### src/hw/rtl/mexp_pkg.sv
`timescale 1ns / 1ps

package mexp_pkg;

  localparam int WORD_BITS = 32;
  localparam int CNT_BITS  = $clog2(WORD_BITS + 1);
  localparam int IDX_BITS  = 2;

  // configuration register indexes
  localparam logic [IDX_BITS-1:0] REG_EXPONENT = IDX_BITS'(0);
  localparam logic [IDX_BITS-1:0] REG_MODULUS  = IDX_BITS'(1);

  typedef logic [WORD_BITS-1:0] word_t;

endpackage

### src/hw/rtl/modular_exponentiation.sv
`timescale 1ns / 1ps
// Operation: the base is first reduced mod m, then one modular multiply is done
//   per set exponent bit and one square per bit below the top set bit, all on
//   one bit-serial multiplier (one multiplier bit per cycle).
// Transactions: one at a time; in_stall_o holds off a new base until idle.
// Reset: asynchronous, active low; exponent and modulus return to 1, no result pending.
module modular_exponentiation (
  input  logic                      clk_i,
  input  logic                      rst_ni,
  input  logic                      cfg_valid_i,
  output logic                      cfg_ready_o,
  input  logic [mexp_pkg::IDX_BITS-1:0] cfg_index_i,
  input  mexp_pkg::word_t           cfg_data_i,
  input  logic                      in_valid_i,
  output logic                      in_stall_o,
  input  mexp_pkg::word_t           base_i,
  output logic                      out_valid_o,
  input  logic                      out_stall_i,
  output mexp_pkg::word_t           power_o
);
  import mexp_pkg::*;

  typedef enum logic [2:0] {
    ST_IDLE,
    ST_REDUCE,
    ST_STEP,
    ST_MUL,
    ST_SQR,
    ST_DONE
  } state_e;

  state_e state_q;
  word_t  exponent_q;
  word_t  modulus_q;
  word_t  exp_q;
  word_t  res_q;
  word_t  pow_q;
  word_t  op_a_q;
  word_t  op_b_q;
  logic   start_q;
  logic   out_valid_q;
  word_t  power_q;

  logic   unit_done;
  word_t  unit_result;

  assign cfg_ready_o = 1'b1;

  always_ff @(posedge clk_i or negedge rst_ni) begin
    if (!rst_ni) begin
      exponent_q <= word_t'(1);
      modulus_q  <= word_t'(1);
    end else if (cfg_valid_i) begin
      unique case (cfg_index_i)
        REG_EXPONENT: exponent_q <= cfg_data_i;
        REG_MODULUS:  modulus_q  <= (cfg_data_i == '0) ? word_t'(1) : cfg_data_i;
        default: ;
      endcase
    end
  end

  mexp_mulmod u_mulmod (
    .clk_i     (clk_i),
    .rst_ni    (rst_ni),
    .start_i   (start_q),
    .mcand_i   (op_a_q),
    .mplier_i  (op_b_q),
    .modulus_i (modulus_q),
    .done_o    (unit_done),
    .result_o  (unit_result)
  );

  always_ff @(posedge clk_i or negedge rst_ni) begin
    if (!rst_ni) begin
      state_q     <= ST_IDLE;
      start_q     <= 1'b0;
      out_valid_q <= 1'b0;
    end else begin
      if (out_valid_q && !out_stall_i && state_q != ST_DONE) begin
        out_valid_q <= 1'b0;
      end
      unique case (state_q)
        ST_IDLE: begin
          start_q <= in_valid_i;
          if (in_valid_i) begin
            // base mod m computed as 1 * base mod m
            op_a_q  <= word_t'(1);
            op_b_q  <= base_i;
            exp_q   <= exponent_q;
            res_q   <= word_t'(1);
            state_q <= ST_REDUCE;
          end
        end
        ST_REDUCE: begin
          start_q <= 1'b0;
          if (unit_done) begin
            pow_q   <= unit_result;
            state_q <= (exp_q == '0) ? ST_DONE : ST_STEP;
          end
        end
        ST_STEP: begin
          start_q <= 1'b1;
          if (exp_q[0]) begin
            op_a_q  <= res_q;
            op_b_q  <= pow_q;
            state_q <= ST_MUL;
          end else begin
            op_a_q  <= pow_q;
            op_b_q  <= pow_q;
            state_q <= ST_SQR;
          end
        end
        ST_MUL: begin
          start_q <= unit_done && (exp_q[WORD_BITS-1:1] != '0);
          if (unit_done) begin
            res_q <= unit_result;
            // no square needed past the top set bit
            if (exp_q[WORD_BITS-1:1] == '0) begin
              state_q <= ST_DONE;
            end else begin
              op_a_q  <= pow_q;
              op_b_q  <= pow_q;
              state_q <= ST_SQR;
            end
          end
        end
        ST_SQR: begin
          start_q <= 1'b0;
          if (unit_done) begin
            pow_q   <= unit_result;
            exp_q   <= {1'b0, exp_q[WORD_BITS-1:1]};
            state_q <= ST_STEP;
          end
        end
        ST_DONE: begin
          start_q <= 1'b0;
          if (!out_valid_q || !out_stall_i) begin
            power_q     <= res_q;
            out_valid_q <= 1'b1;
            state_q     <= ST_IDLE;
          end
        end
        default: begin
          start_q <= 1'b0;
          state_q <= ST_IDLE;
        end
      endcase
    end
  end

  assign in_stall_o  = (state_q != ST_IDLE);
  assign out_valid_o = out_valid_q;
  assign power_o     = power_q;

endmodule

### src/hw/rtl/mexp_mulmod.sv
`timescale 1ns / 1ps

// Bit-serial modular multiplier: one multiplier bit per cycle, MSB first.
// acc <- (2*acc + bit*a) mod m, valid for acc < m and a <= max(m, 1).
module mexp_mulmod (
  input  logic           clk_i,
  input  logic           rst_ni,
  input  logic           start_i,
  input  mexp_pkg::word_t mcand_i,
  input  mexp_pkg::word_t mplier_i,
  input  mexp_pkg::word_t modulus_i,
  output logic           done_o,
  output mexp_pkg::word_t result_o
);
  import mexp_pkg::*;

  localparam int XW = WORD_BITS + 2;

  word_t                mcand_q;
  word_t                mplier_q, mplier_d;
  word_t                acc_q, acc_d;
  logic  [CNT_BITS-1:0] cnt_q, cnt_d;
  logic                 busy_q, busy_d;
  logic                 done_q, done_d;

  logic [XW-1:0] sum;
  logic [XW-1:0] mod1;
  logic [XW-1:0] mod2;
  logic [XW-1:0] red;

  // 2*acc + a < 3m, so at most two moduli come off; both compares run in parallel
  always_comb begin
    sum  = {1'b0, acc_q, 1'b0} + (mplier_q[WORD_BITS-1] ? {2'b00, mcand_q} : '0);
    mod1 = {2'b00, modulus_i};
    mod2 = {1'b0, modulus_i, 1'b0};
    if (sum >= mod2) begin
      red = sum - mod2;
    end else if (sum >= mod1) begin
      red = sum - mod1;
    end else begin
      red = sum;
    end
  end

  always_comb begin
    acc_d    = acc_q;
    mplier_d = mplier_q;
    cnt_d    = cnt_q;
    busy_d   = busy_q;
    done_d   = 1'b0;
    if (start_i) begin
      acc_d    = '0;
      mplier_d = mplier_i;
      cnt_d    = CNT_BITS'(WORD_BITS);
      busy_d   = 1'b1;
    end else if (busy_q) begin
      acc_d    = red[WORD_BITS-1:0];
      mplier_d = {mplier_q[WORD_BITS-2:0], 1'b0};
      cnt_d    = cnt_q - CNT_BITS'(1);
      if (cnt_q == CNT_BITS'(1)) begin
        busy_d = 1'b0;
        done_d = 1'b1;
      end
    end
  end

  always_ff @(posedge clk_i or negedge rst_ni) begin
    if (!rst_ni) begin
      busy_q <= 1'b0;
      done_q <= 1'b0;
      cnt_q  <= '0;
    end else begin
      busy_q <= busy_d;
      done_q <= done_d;
      cnt_q  <= cnt_d;
    end
  end

  always_ff @(posedge clk_i) begin
    acc_q    <= acc_d;
    mplier_q <= mplier_d;
    if (start_i) begin
      mcand_q <= mcand_i;
    end
  end

  assign done_o   = done_q;
  assign result_o = acc_q;

endmodule

### config.mk
export PLATFORM = sky130hd
export DESIGN_NAME = modular_exponentiation
export DESIGN_NICKNAME = d
export VERILOG_FILES = /design/src/hw/rtl/mexp_pkg.sv /design/src/hw/rtl/modular_exponentiation.sv /design/src/hw/rtl/mexp_mulmod.sv
export SDC_FILE = /design/constraint.sdc
export NUM_CORES = 1
export LEC_CHECK = 0
export BUFFER_PORTS_ARGS = -buffer_cell sky130_fd_sc_hd__buf_2
export CAP_MARGIN = 40
export CORE_AREA = 5 5 263 265
export CTS_CLUSTER_SIZE = 12
export DETAILED_ROUTE_END_ITERATION = 8
export DIE_AREA = 0 0 268 270
export HOLD_SLACK_MARGIN = 0.05
export PLACE_DENSITY = 0.53
export SYNTH_ARGS = -nofsm -noshare
export SYNTH_HDL_FRONTEND = slang
export SYNTH_SLANG_ARGS = --single-unit
### constraint.sdc
create_clock -name clk_i -period 16.65 [get_ports clk_i]
set_input_delay 0.8325 -clock clk_i [delete_from_list [all_inputs] [get_ports clk_i]]
set_output_delay 0.8325 -clock clk_i [all_outputs]
set_load 0.02 [all_outputs]
==> out/results.env <==
ANT_NETS=0
SYNTH.YOSYS.SEQ_AREA_SHARE_PCT=51.9
WORST-R2R-SETUP-SLACK_NS=10.52
GLOBALPLACE.CONGESTION=0.880
PLACEMENTROWS=95
PIN_COUNT_OF_THE_BIGGEST_NET_ENTERING_GLOBAL_ROUTING=65
NON_FILLER_INSTANCE_COUNT_AFTER_LAYOUT=2805
TIMING.FMAX_MHz=163
POST_SYNTH_NUM_CELL_TYPES=85
SYNTH_EDF_COUNT=256
FIN_CRIT_NS=6.13
ASYNC_FLOP_SHARE_PCT=21.1
FIRST_PASS_ITERS=5
NETLIST_TOP_CELLS_COUNT='sky130_fd_sc_hd__edfxtp_1 (256), sky130_fd_sc_hd__nand2_1 (251), sky130_fd_sc_hd__a21oi_1 (141)'
CTS.ROOT.BUFFER_CELL='sky130_fd_sc_hd__clkbuf_16'
RSZ0062_AT_GRT='false'
SETUP_VIOL=0
HOLD_VIOLATIONS=0
GRT_ANTENNA_BEFORE_REPAIR=1
FINAL.SETUP.TNS_NS=0
CLOCK_TREE.HTREE_LEVEL_COUNT=2
CLK_PATH_BUF_DEPTH=3
DP_CELLS=2733
CTS_TREE='yes'
AREA_POST_PLACEMENT_UM2=21300
SYN_INST=1809
DP_HPWL_UM=39600
YS.WARNINGS.COUNT=0
POSTCTSRESIZEDCELLS=0
NETLIST_AREA_UM2=19800
WORST_SETUP_HOLD_PATH_CLK_SLEW_NS=0.06
DETAIL_ROUTE.DRC_VIOLATIONS=0
SETUP.WORST_PATH.START_CLASS='flip-flop'
DIE_WIDTH_UM=268
DIE_H_UM=270
YOSYS_REGISTER_BITS=365
WL_PER_CELL_UM=19.1
SLEW_VIOLATIONS=0
SYNTH_TOP_CELLS_BY_AREA='sky130_fd_sc_hd__edfxtp_1 (39%), sky130_fd_sc_hd__dfrtp_1 (9.5%), sky130_fd_sc_hd__mux2_2 (7.4%), sky130_fd_sc_hd__ha_1 (6.1%), sky130_fd_sc_hd__nand2_1 (4.8%)'
GRT.TOTAL_USAGE_PCT=14.4
DIE_AREA_UM2=72400
CTS.HOLD.BUFFERS_ADDED=0
YOSYSTOPAREACELL='sky130_fd_sc_hd__edfxtp_1'
CP.REQUIRED_NS=17.11
TIMING.CRITICAL_PATH.TO_TYPE='flip-flop'
SLEW_OF_THE_PIN_WITH_THE_LOWEST_SLEW_MARGIN_NS=0.843
TIMING.CLOCK.SKEW_NS=0.0211
GLOBALROUTEOVERFLOWTOTAL=0
ANTENNA_CELLS=0
OUTCOME='complete, no violations'
DRT-TOTAL-WL_UM=53600
GRT_FIRST_PASS_WIRELENGTH_UM=83000
DR.FIRST_ITER.DRC_COUNT=912
STDCELL_AREA_UM2=22600
SYNTH_FF_TYPE='sky130_fd_sc_hd__edfxtp_1'
NUMBER_OF_GLOBAL_ROUTE_VIAS_BEFORE_REPAIR=14000
FLOORPLAN.IO_PINS=106
LAYOUT-DRIVE-GT1-SHARE_PCT=18.5
CTS_POST_SETUP_BUFFERS_INSERTED=0
TYPE_OF_THE_MOST_CRITICAL_HOLD_PATH='input port to asynchronous set/reset pin'
POSTSYNTHAREAPERCELL_UM2=10.9
SYN_TO_FINAL_GROWTH_PCT=14.3
CRIT_ARRIVAL_NS=6.59
DR_VIAS=14000
SETUP.WORST_PATH.CLASS='flip-flop to flip-flop'
NUMBER_OF_BUFFERS_ADDED_BY_THE_CLOCK_TREE_SYNTHESIS_STEP=42
MAX_CAP_VIOLATIONS=0
MOST_FREQUENT_CELL_AFTER_SYNTHESIS='sky130_fd_sc_hd__edfxtp_1'
FILLCELLCOUNT=6826
DESIGN.FINAL.NETS=2075
CLK_LATENCY_NS=0.56
CORE_UM2=66600
CLKSINKCOUNT=365
IO_BUFFER_COUNT=104
TIMING.CRITICAL_PATH.FANOUT_MAX=32
NETLIST.AREA_LEADER.SHARE_PCT=38.9
POST_ROUTE_CLOCK_PERIOD_UTILIZATION_PCT=36.8
FLOORPLAN.INITIALDENSITY_PCT=29.7
ROUTED_VIA_DENSITY=5.01
SYN_NETS=1980
SLEW-LIMIT-HEADROOM_PCT=43.8
HOLD-WORST-SLACK_NS=0.158
cells by family after synthesis:
group           Yosys count  synth area share [%]
buf+inv                 145                  2.99
fa+ha+maj               100                  6.44
xor+xnor                 86                  3.81
mux                     135                  7.70
other cells               1                0.0190
simple gates            563                  13.6
flops                   365                  51.9
compound gates          414                  13.6
through the flow:
stage	worst slack [ns]	utilization (%)
2_1_floorplan	11.39	-
5_1_grt	9.93	34.0
4_1_cts	10.55	34.0
3_3_place_gp	10.35	32.0
3_5_place_dp	10.56	32.0
6_report	10.52	34.0
layout by cell type (no fill, tap or decap), drive strengths merged, types with 5 or more instances in the layout:
master / instances
inv: 68
xor2: 35
and2: 42
edfxtp: 256
and3: 37
a221oi: 13
a22oi: 5
a211oi: 29
a21o: 33
nor4: 18
buf: 128
nor2: 95
o31a: 5
a311oi: 5
o21ai: 82
nand2: 252
o21a: 14
nor2b: 18
nand4: 22
a21oi: 143
nor3b: 6
mux2: 132
xnor2: 51
and4: 5
nand2b: 11
dfrtp: 75
clkbuf: 50
a31oi: 10
a21boi: 6
ha: 97
nor3: 24
o22ai: 5
dfxtp: 32
clkinv: 20
o211ai: 11
o31ai: 5
nand3: 18
o21bai: 16
or3: 7
flip-flops by register name (all words and copies together) (netlist names), 32 cells and up:
register           cells
exp_q                 32
exponent_q            32
modulus_q             32
op_a_q                32
op_b_q                32
pow_q                 32
power_o               32
res_q                 32
u_mulmod.mcand_q      32
u_mulmod.mplier_q     32
u_mulmod.result_o     32
cell type report:
class / instances / area, um2 / area share [%]
inverter: 68 / 255 / 1.13
timing repair buffer: 128 / 731 / 3.23
clock buffer: 50 / 1100 / 4.87
clock inverter: 22 / 174 / 0.770
tap: 873 / 1090 / 4.83
multi-input combinational: 1299 / 8990 / 39.8
sequential: 365 / 10300 / 45.4
final timing paths:
kind,cells past startpoint,endpoint,start
worst min register to register,0,u_mulmod.mcand_q[19],op_a_q[19]
min in group clk_i,0,u_mulmod.mcand_q[19],op_a_q[19]
max in group asynchronous,2,modulus_q[1],rst_ni
worst max register to register,25,u_mulmod.result_o[25],u_mulmod.mplier_q[31]
worst max-delay path,25,u_mulmod.result_o[25],u_mulmod.mplier_q[31]
worst min-delay path,1,u_mulmod.cnt_q[0],rst_ni
critical path, cell delays in order, from the launching register on:
cell,delay (ns)
sky130_fd_sc_hd__edfxtp_1,0.32
sky130_fd_sc_hd__buf_4,0.25
sky130_fd_sc_hd__and2_1,0.18
sky130_fd_sc_hd__ha_1,0.20
sky130_fd_sc_hd__inv_1,0.07
sky130_fd_sc_hd__fa_1,0.40
sky130_fd_sc_hd__nor2b_1,0.16
sky130_fd_sc_hd__o31a_1,0.25
sky130_fd_sc_hd__o311ai_4,0.11
sky130_fd_sc_hd__a31o_2,0.30
sky130_fd_sc_hd__o21ai_0,0.27
sky130_fd_sc_hd__a21oi_1,0.13
sky130_fd_sc_hd__xnor2_1,0.32
sky130_fd_sc_hd__ha_1,0.40
sky130_fd_sc_hd__a21oi_2,0.19
sky130_fd_sc_hd__o21ai_0,0.12
sky130_fd_sc_hd__a221oi_1,0.29
sky130_fd_sc_hd__o21ai_0,0.15
sky130_fd_sc_hd__a21oi_2,0.27
sky130_fd_sc_hd__o211ai_1,0.16
sky130_fd_sc_hd__or2_0,0.23
sky130_fd_sc_hd__buf_4,0.23
sky130_fd_sc_hd__nor3_2,0.38
sky130_fd_sc_hd__buf_6,0.22
sky130_fd_sc_hd__a22oi_1,0.11
sky130_fd_sc_hd__a311oi_1,0.29
per-layer routing:
| metal | share of wire, % | vias up | track usage, % |
|---|---|---|---|
| li1 | - | 6830 | - |
| met1 | 50 | 6874 | 21.7 |
| met2 | 44 | 295 | 22.0 |
| met3 | 4.7 | 48 | 2.30 |
| met4 | 1.2 | 2 | 2.53 |
| met5 | 0.024 | - | 0 |
Power is left out: the tool's default activity adds up to more than one toggle a clock period on the data nets, which glitch-free logic cannot reach.
